===== src/sv/lsoc_pkg.sv =====
`timescale 1ns / 1ps

package lsoc_pkg;

  localparam int DEF_OFFSET_BITS  = 32;
  localparam int DEF_COUNT_BITS   = 32;
  localparam int DEF_STAMP_DIGITS = 10;

  localparam int THRESH_BITS = 32;
  localparam int SUM_BITS    = 48;

  localparam logic [THRESH_BITS-1:0] GAP_RESET = 32'd4096;
  localparam logic [SUM_BITS-1:0]    SUM_LIMIT = 48'hFFFF_FFFF_FFFF;

  localparam logic [7:0] CHAR_OPEN  = 8'h5B;
  localparam logic [7:0] CHAR_CLOSE = 8'h5D;
  localparam logic [7:0] CHAR_NL    = 8'h0A;
  localparam logic [7:0] CHAR_ZERO  = 8'h30;
  localparam logic [7:0] CHAR_NINE  = 8'h39;

  typedef enum logic [1:0] {
    CLS_FIRST = 2'd0,
    CLS_ORDER = 2'd1,
    CLS_BACK  = 2'd2,
    CLS_GAP   = 2'd3
  } class_t;

  typedef struct packed {
    logic [33:0]         stamp;
    class_t              record_class;
    logic [33:0]         distance;
    logic [31:0]         record_offset;
    logic [31:0]         max_offset;
    logic [33:0]         max_stamp;
    logic [33:0]         first_stamp;
    logic [31:0]         record_total;
    logic [31:0]         backward_total;
    logic [31:0]         gap_total;
    logic [SUM_BITS-1:0] gap_byte_total;
  } result_t;

  // Bits needed to hold the largest stamp of the given digit count.
  function automatic int stamp_bits(input int digits);
    logic [63:0] p;
    int          b;
    p = 64'd1;
    b = 1;
    for (int i = 0; i < digits; i++) begin
      p = p * 64'd10;
    end
    p = p - 64'd1;
    for (int i = 0; i < 64; i++) begin
      if (p[i]) begin
        b = i + 1;
      end
    end
    return b;
  endfunction

endpackage


===== src/sv/lsoc_track.sv =====
`timescale 1ns / 1ps

module lsoc_track #(
  parameter int OFFSET_BITS  = lsoc_pkg::DEF_OFFSET_BITS,
  parameter int COUNT_BITS   = lsoc_pkg::DEF_COUNT_BITS,
  parameter int STAMP_BITS   = lsoc_pkg::stamp_bits(lsoc_pkg::DEF_STAMP_DIGITS)
) (
  input  logic                               clk,
  input  logic                               rst,
  input  logic                               advance,
  input  logic                               file_first,
  input  logic                               hit,
  input  logic [STAMP_BITS-1:0]              stamp_val,
  input  logic [OFFSET_BITS-1:0]             rec_offset,
  input  logic [lsoc_pkg::THRESH_BITS-1:0]   gap_threshold,
  output lsoc_pkg::result_t                  result
);

  localparam int SB = lsoc_pkg::SUM_BITS;

  logic                   seen_first;
  logic [STAMP_BITS-1:0]  running_maximum;
  logic [OFFSET_BITS-1:0] maximum_position;
  logic [STAMP_BITS-1:0]  opening_stamp;
  logic [COUNT_BITS-1:0]  record_counter;
  logic [COUNT_BITS-1:0]  backward_counter;
  logic [COUNT_BITS-1:0]  gap_counter;
  logic [SB-1:0]          gap_byte_sum;

  logic                   seen_first_next;
  logic [STAMP_BITS-1:0]  running_maximum_next;
  logic [OFFSET_BITS-1:0] maximum_position_next;
  logic [STAMP_BITS-1:0]  opening_stamp_next;
  logic [COUNT_BITS-1:0]  record_counter_next;
  logic [COUNT_BITS-1:0]  backward_counter_next;
  logic [COUNT_BITS-1:0]  gap_counter_next;
  logic [SB-1:0]          gap_byte_sum_next;

  logic                   seen_eff;
  logic [STAMP_BITS-1:0]  max_eff;
  logic [OFFSET_BITS-1:0] mpos_eff;
  logic [STAMP_BITS-1:0]  open_eff;
  logic [COUNT_BITS-1:0]  rc_eff;
  logic [COUNT_BITS-1:0]  bc_eff;
  logic [COUNT_BITS-1:0]  gc_eff;
  logic [SB-1:0]          sum_eff;

  logic                   below;
  logic                   is_gap;
  logic [STAMP_BITS-1:0]  span;
  logic [64:0]            sum_wide;
  lsoc_pkg::class_t       cls;

  always_comb begin
    seen_eff = file_first ? 1'b0 : seen_first;
    max_eff  = file_first ? '0 : running_maximum;
    mpos_eff = file_first ? '0 : maximum_position;
    open_eff = file_first ? '0 : opening_stamp;
    rc_eff   = file_first ? '0 : record_counter;
    bc_eff   = file_first ? '0 : backward_counter;
    gc_eff   = file_first ? '0 : gap_counter;
    sum_eff  = file_first ? '0 : gap_byte_sum;

    below    = stamp_val < max_eff;
    span     = below ? (max_eff - stamp_val) : (stamp_val - max_eff);
    is_gap   = !below && (64'(span) > 64'(gap_threshold));
    sum_wide = 65'(sum_eff) + 65'(span);

    seen_first_next       = seen_eff;
    running_maximum_next  = max_eff;
    maximum_position_next = mpos_eff;
    opening_stamp_next    = open_eff;
    record_counter_next   = rc_eff;
    backward_counter_next = bc_eff;
    gap_counter_next      = gc_eff;
    gap_byte_sum_next     = sum_eff;

    if (!seen_eff) begin
      cls = lsoc_pkg::CLS_FIRST;
    end else if (below) begin
      cls = lsoc_pkg::CLS_BACK;
    end else if (is_gap) begin
      cls = lsoc_pkg::CLS_GAP;
    end else begin
      cls = lsoc_pkg::CLS_ORDER;
    end

    if (hit) begin
      seen_first_next     = 1'b1;
      record_counter_next = (&rc_eff) ? rc_eff : rc_eff + COUNT_BITS'(1);
      if (!seen_eff) begin
        opening_stamp_next = stamp_val;
      end
      if (cls == lsoc_pkg::CLS_BACK) begin
        backward_counter_next = (&bc_eff) ? bc_eff : bc_eff + COUNT_BITS'(1);
      end
      if (cls == lsoc_pkg::CLS_GAP) begin
        gap_counter_next  = (&gc_eff) ? gc_eff : gc_eff + COUNT_BITS'(1);
        gap_byte_sum_next = (sum_wide >= 65'(lsoc_pkg::SUM_LIMIT)) ?
                            lsoc_pkg::SUM_LIMIT : sum_wide[SB-1:0];
      end
      // An equal stamp also takes over the maximum and its offset.
      if (!below) begin
        running_maximum_next  = stamp_val;
        maximum_position_next = rec_offset;
      end
    end

    result.stamp          = 34'(stamp_val);
    result.record_class   = cls;
    result.distance       = seen_eff ? 34'(span) : 34'd0;
    result.record_offset  = 32'(rec_offset);
    result.max_offset     = 32'(mpos_eff);
    result.max_stamp      = 34'(max_eff);
    result.first_stamp    = 34'(opening_stamp_next);
    result.record_total   = 32'(record_counter_next);
    result.backward_total = 32'(backward_counter_next);
    result.gap_total      = 32'(gap_counter_next);
    result.gap_byte_total = gap_byte_sum_next;
  end

  always_ff @(posedge clk) begin
    if (rst) begin
      seen_first       <= 1'b0;
      running_maximum  <= '0;
      maximum_position <= '0;
      opening_stamp    <= '0;
      record_counter   <= '0;
      backward_counter <= '0;
      gap_counter      <= '0;
      gap_byte_sum     <= '0;
    end else if (advance) begin
      seen_first       <= seen_first_next;
      running_maximum  <= running_maximum_next;
      maximum_position <= maximum_position_next;
      opening_stamp    <= opening_stamp_next;
      record_counter   <= record_counter_next;
      backward_counter <= backward_counter_next;
      gap_counter      <= gap_counter_next;
      gap_byte_sum     <= gap_byte_sum_next;
    end
  end

endmodule


===== config.mk =====
export PLATFORM = sky130hd
export DESIGN_NAME = lsoc_track
export DESIGN_NICKNAME = d
export VERILOG_FILES = /design/src/sv/lsoc_pkg.sv /design/src/sv/lsoc_track.sv
export SDC_FILE = /design/constraint.sdc
export NUM_CORES = 1
export LEC_CHECK = 0
export ABC_AREA = 1
export BUFFER_PORTS_ARGS = -buffer_cell sky130_fd_sc_hd__buf_2
export CELL_PAD_IN_SITES_DETAIL_PLACEMENT = 0
export CELL_PAD_IN_SITES_GLOBAL_PLACEMENT = 1
export CORE_AREA = 3 3 317 319
export CTS_CLUSTER_SIZE = 28
export DETAILED_ROUTE_END_ITERATION = 10
export DIE_AREA = 0 0 320 322
export PLACE_DENSITY_LB_ADDON = 0.05
export SYNTH_ARGS = -nofsm -noshare
export SYNTH_HDL_FRONTEND = slang
export SYNTH_SLANG_ARGS = --single-unit

===== constraint.sdc =====
create_clock -name clk -period 9.95 [get_ports clk]
set_input_delay 1.99 -clock clk [delete_from_list [all_inputs] [get_ports clk]]
set_output_delay 1.99 -clock clk [all_outputs]
set_load 0.02 [all_outputs]

==> results.txt <==
- TNS Setup: 0 ns
* Total number of vias: 27500
- The floorplan step set the die height to 322 um.
- Share of final-layout standard cells stronger than drive strength 1: 24.4%
* Area fraction in and, or, nand and nor cells after synthesis: 31.2%
- Clock period minus final worst setup slack: 9.61 ns
* Port-buffer cells: 448
- DR pass1 iterations: 5
- Synthesis inferred 245 register bits.
* Main combinational cell family by area after synthesis: simple AND/OR/NAND/NOR gates
- TritonCTS built the clock tree.
- 449 I/O pins were placed.
- The number of clock buffers added by TritonCTS is 37.
- Sequential cell fraction of total power: 25.8%
* Via density: 4.46
- Estimated wirelength of the detail-placed design: 90.0 mm
- Async set-reset flop share out of synthesis: 0%
- The synthesized netlist devotes 4.66% of its cell area to XOR and XNOR gates.
- Among all flip-flop cells after synthesis, the most frequent one is sky130_fd_sc_hd__dfxtp_1.
* R2R depth: 37
* Maximum number of pins on one net before global-route repair: 199
* Top cell type's share of synthesized area: 20.1%
* Arrival @ worst endpoint: 7.62 ns
- At the later pin of the worst-skew pair, clock insertion delay measures 0.59 ns.
* Post-DRT Antenna Nets: 0
* Number of nets in the finished design: 5084
* Psw: 1.60 mW
* Number of DRC markers in iteration 0: 1500
* Status: finished clean
- Highest cell delay on the worst timing path: 0.32 ns
- In this run switching power makes up 38.6% of total power.
* Clock slew at reported path FFs: 0.04 ns
* Count of hold buffers inserted by post-cts repair: 0
- After floorplanning, the core was sized to cover 98100 sq um.
- Worst setup skew after layout: 0.0126 ns
- Yosys mapped a number of flops with a built-in enable equal to 0.
- For the worst setup path, the data required time is 7.96 ns.
- Final Wtd Congestion: 0.877
- Number of antenna diodes: 0
* Relative contribution of the clock network to total power: 34.0%
- In this run the worst path has a maximum fanout of 7.
* Setup-violating endpoint count in the final report: 0
* Area of the die: 103000 sq um
- Total power for the finished layout comes to 4.14 mW.
* Total global routing track utilization: 20.9%
* Critical Setup Path Class: in2out
- Power density normalized to cell area: 129 nW/um^2
* Fin Hold WS: 0.462 ns
* Critical path capture point type: output port
* Type of origin of the critical path: input pin
* CTS sink cnt: 245
- The number of max-slew violations in the final report is 0.
- Synthesis produced 4207 cells.
- Counting along the longest clock path gives a buffer depth of 3.
- Cell at the slowest stage of the critical path: sky130_fd_sc_hd__o311a_1
- Relative slew slack: 28.7%
* Total congestion overflow: 0
- For this run, design rule violations remaining after detail routing come to 0.
- Final hold violation count: 0
- Largest area contributor in the netlist: sky130_fd_sc_hd__dfxtp_1
- Area contributors post-synth: sky130_fd_sc_hd__dfxtp_1, sky130_fd_sc_hd__nand2_1, sky130_fd_sc_hd__inv_1
- For this run, the top clock speed supported by timing is 104 MHz.
- YS warnings: 0
- The analysis attributes to cell leakage a power of 17.3 nW.
- Multiplexer cells account for 0.0411% of the synthesized area.
- Combinational power share: 40.2%
- Internal power comes to 2.54 mW.
* Via count of the first global-routing pass: 26800
- The synthesized netlist devotes 6.51% of its cell area to adder and majority cells.
* Average cell area after synthesis: 5.80 sq um
- Clock tree root driver cell: sky130_fd_sc_hd__clkbuf_16
* Starting density of the core: 24.8%
* VDD IR max: 0.108 mV
- Among the stages of the critical path, the cell type that occurs most often is sky130_fd_sc_hd__inv_1.
- Final routed wirelength across all metal layers: 112 mm
- Measured on the finished design, the core utilization comes to 32.8%.
- Sequential cells were found to cover 20.1% of the synthesized design area.
- The H-tree was split into 2 levels.
- FP Rows: 115
- At the pin with the least slew margin, the transition time is 1.07 ns.
- Period utilisation layout: 96.6%
- Wire length of the first global-routing pass: 167 mm
- Max-cap violations in this run came to 0.
* Compound-gate portion of the synthesized area: 19.5%
* Hold Path Class: reg2reg
- The number of antenna violations at the first check in global routing is 0.
- Synthesis instantiated 66 different standard cells from the library.
* Number of cells on the worst hold path: 2
- Synthesized net count: 4435
- Chip width: 320 um
- In this run the cell area of the synthesized design comes to 24400 sq um.
- Area added between synthesis and finish: 32.0%
* Routed wirelength normalized by instance count: 18.2 um
power by group through the flow:
stage                     registers [mW]  logic, mW  clock network, mW
after floorplan                     1.08      0.884                  0
after global placement              1.09       1.61                  0
after detailed placement            1.09       1.60                  0
after CTS                           1.07       1.61               1.47
after global routing                1.07       1.85               1.49
final                               1.07       1.66               1.41
critical path: cells and delay by family:
kind	cells	cell delay [ns]
AOI/OAI and AO/OA	5	0.85
adders and majority gates	2	0.57
xor gates and xnor gates	2	0.50
and+or+nand+nor	19	2.08
buffers and inverters	14	1.57
cell type report:
cell class	instances	area, sq um
flip-flops and latches	245	4900
clock buffers	49	1040
multi-input cells	2893	15800
fillers	11300	66000
clock inverters	13	220
repair inverters	2	17.5
well taps	1287	1610
repair buffers	844	5450
inverters	833	3150
placed cells by master, fill, tap and decap left out, types with 15 or more instances in the layout:
cell type                   instances
sky130_fd_sc_hd__nand2_1          836
sky130_fd_sc_hd__inv_1            808
sky130_fd_sc_hd__nor2_1           461
sky130_fd_sc_hd__buf_2            430
sky130_fd_sc_hd__buf_4            394
sky130_fd_sc_hd__o21ai_0          347
sky130_fd_sc_hd__a21oi_1          332
sky130_fd_sc_hd__dfxtp_1          245
sky130_fd_sc_hd__nand3_1          188
sky130_fd_sc_hd__xor2_1           107
sky130_fd_sc_hd__ha_1             104
sky130_fd_sc_hd__nor3_1            60
sky130_fd_sc_hd__nand2_2           52
sky130_fd_sc_hd__nand4_1           49
sky130_fd_sc_hd__o21ai_2           41
sky130_fd_sc_hd__a21oi_2           40
sky130_fd_sc_hd__clkbuf_16         39
sky130_fd_sc_hd__nor2_2            27
sky130_fd_sc_hd__nor4_1            25
sky130_fd_sc_hd__o211ai_1          24
sky130_fd_sc_hd__nand3_2           21
sky130_fd_sc_hd__inv_2             21
sky130_fd_sc_hd__o21ai_1           18
sky130_fd_sc_hd__ha_4              16
sky130_fd_sc_hd__nor2_4            15
sky130_fd_sc_hd__xnor2_1           15
layer usage:
| metal | GRT usage, % | wire [um] |
|---|---|---|
| met2 | 33.7 | 49800 |
| met5 | 0 | 0 |
| met3 | 3.48 | 5160 |
| met4 | 3.70 | 1560 |
| met1 | 29.5 | 55500 |
logic make-up after synthesis:
| logic type | Yosys count |
|---|---|
| AND/OR/NAND/NOR | 1779 |
| buffers and inverters | 1070 |
| AO/OA/AOI/OAI | 858 |
| flip-flops | 245 |
| XOR/XNOR | 129 |
| adder cells (fa/ha/maj) | 125 |
| multiplexers | 1 |
Yosys cell counts (49+ instances only):
library cell               number
sky130_fd_sc_hd__inv_1        818
sky130_fd_sc_hd__nand2_1      868
sky130_fd_sc_hd__a21oi_1      342
sky130_fd_sc_hd__o21ai_0      354
sky130_fd_sc_hd__nand3_1      193
sky130_fd_sc_hd__nor2_1       486
sky130_fd_sc_hd__dfxtp_1      245
sky130_fd_sc_hd__ha_1         122
sky130_fd_sc_hd__clkbuf_1     124
sky130_fd_sc_hd__nor3_1        65
sky130_fd_sc_hd__buf_4         70
sky130_fd_sc_hd__nand4_1       49
sky130_fd_sc_hd__xor2_1       112
sequential cells by signal, indices dropped and copies added (netlist names):
signal / cells
gap_byte_sum: 48
opening_stamp: 34
running_maximum: 34
backward_counter: 32
gap_counter: 32
maximum_position: 32
record_counter: 32
seen_first: 1
worst paths after layout:
path                            start             endpoint  slack [ns]
hold / removal    running_maximum[18]  running_maximum[18]        0.46
setup reg to reg   running_maximum[0]      gap_byte_sum[2]        4.21
setup / recovery           file_first            result[9]        0.34
hold reg to reg   running_maximum[18]  running_maximum[18]        0.46
timing repair:
item                       in CTS  in global routing
buffers inserted                3                 12
gates resized for setup        14                164
setup endpoints to repair      51                 67
cloned                          0                  4
pin swaps                       4                 40
through the flow:
stage / setup slack (ns) / std cells / instance area, sq um
after global placement: -0.387 / 6085 / 30000
after CTS: 0.00617 / 6150 / 31300
after global routing: -0.0100 / 6166 / 32200
after floorplan: 0.00336 / 4207 / 24400
final: 0.343 / 6166 / 32200
after detailed placement: -0.389 / 6085 / 30000
Note: power is estimated with default switching activity, not from simulation.
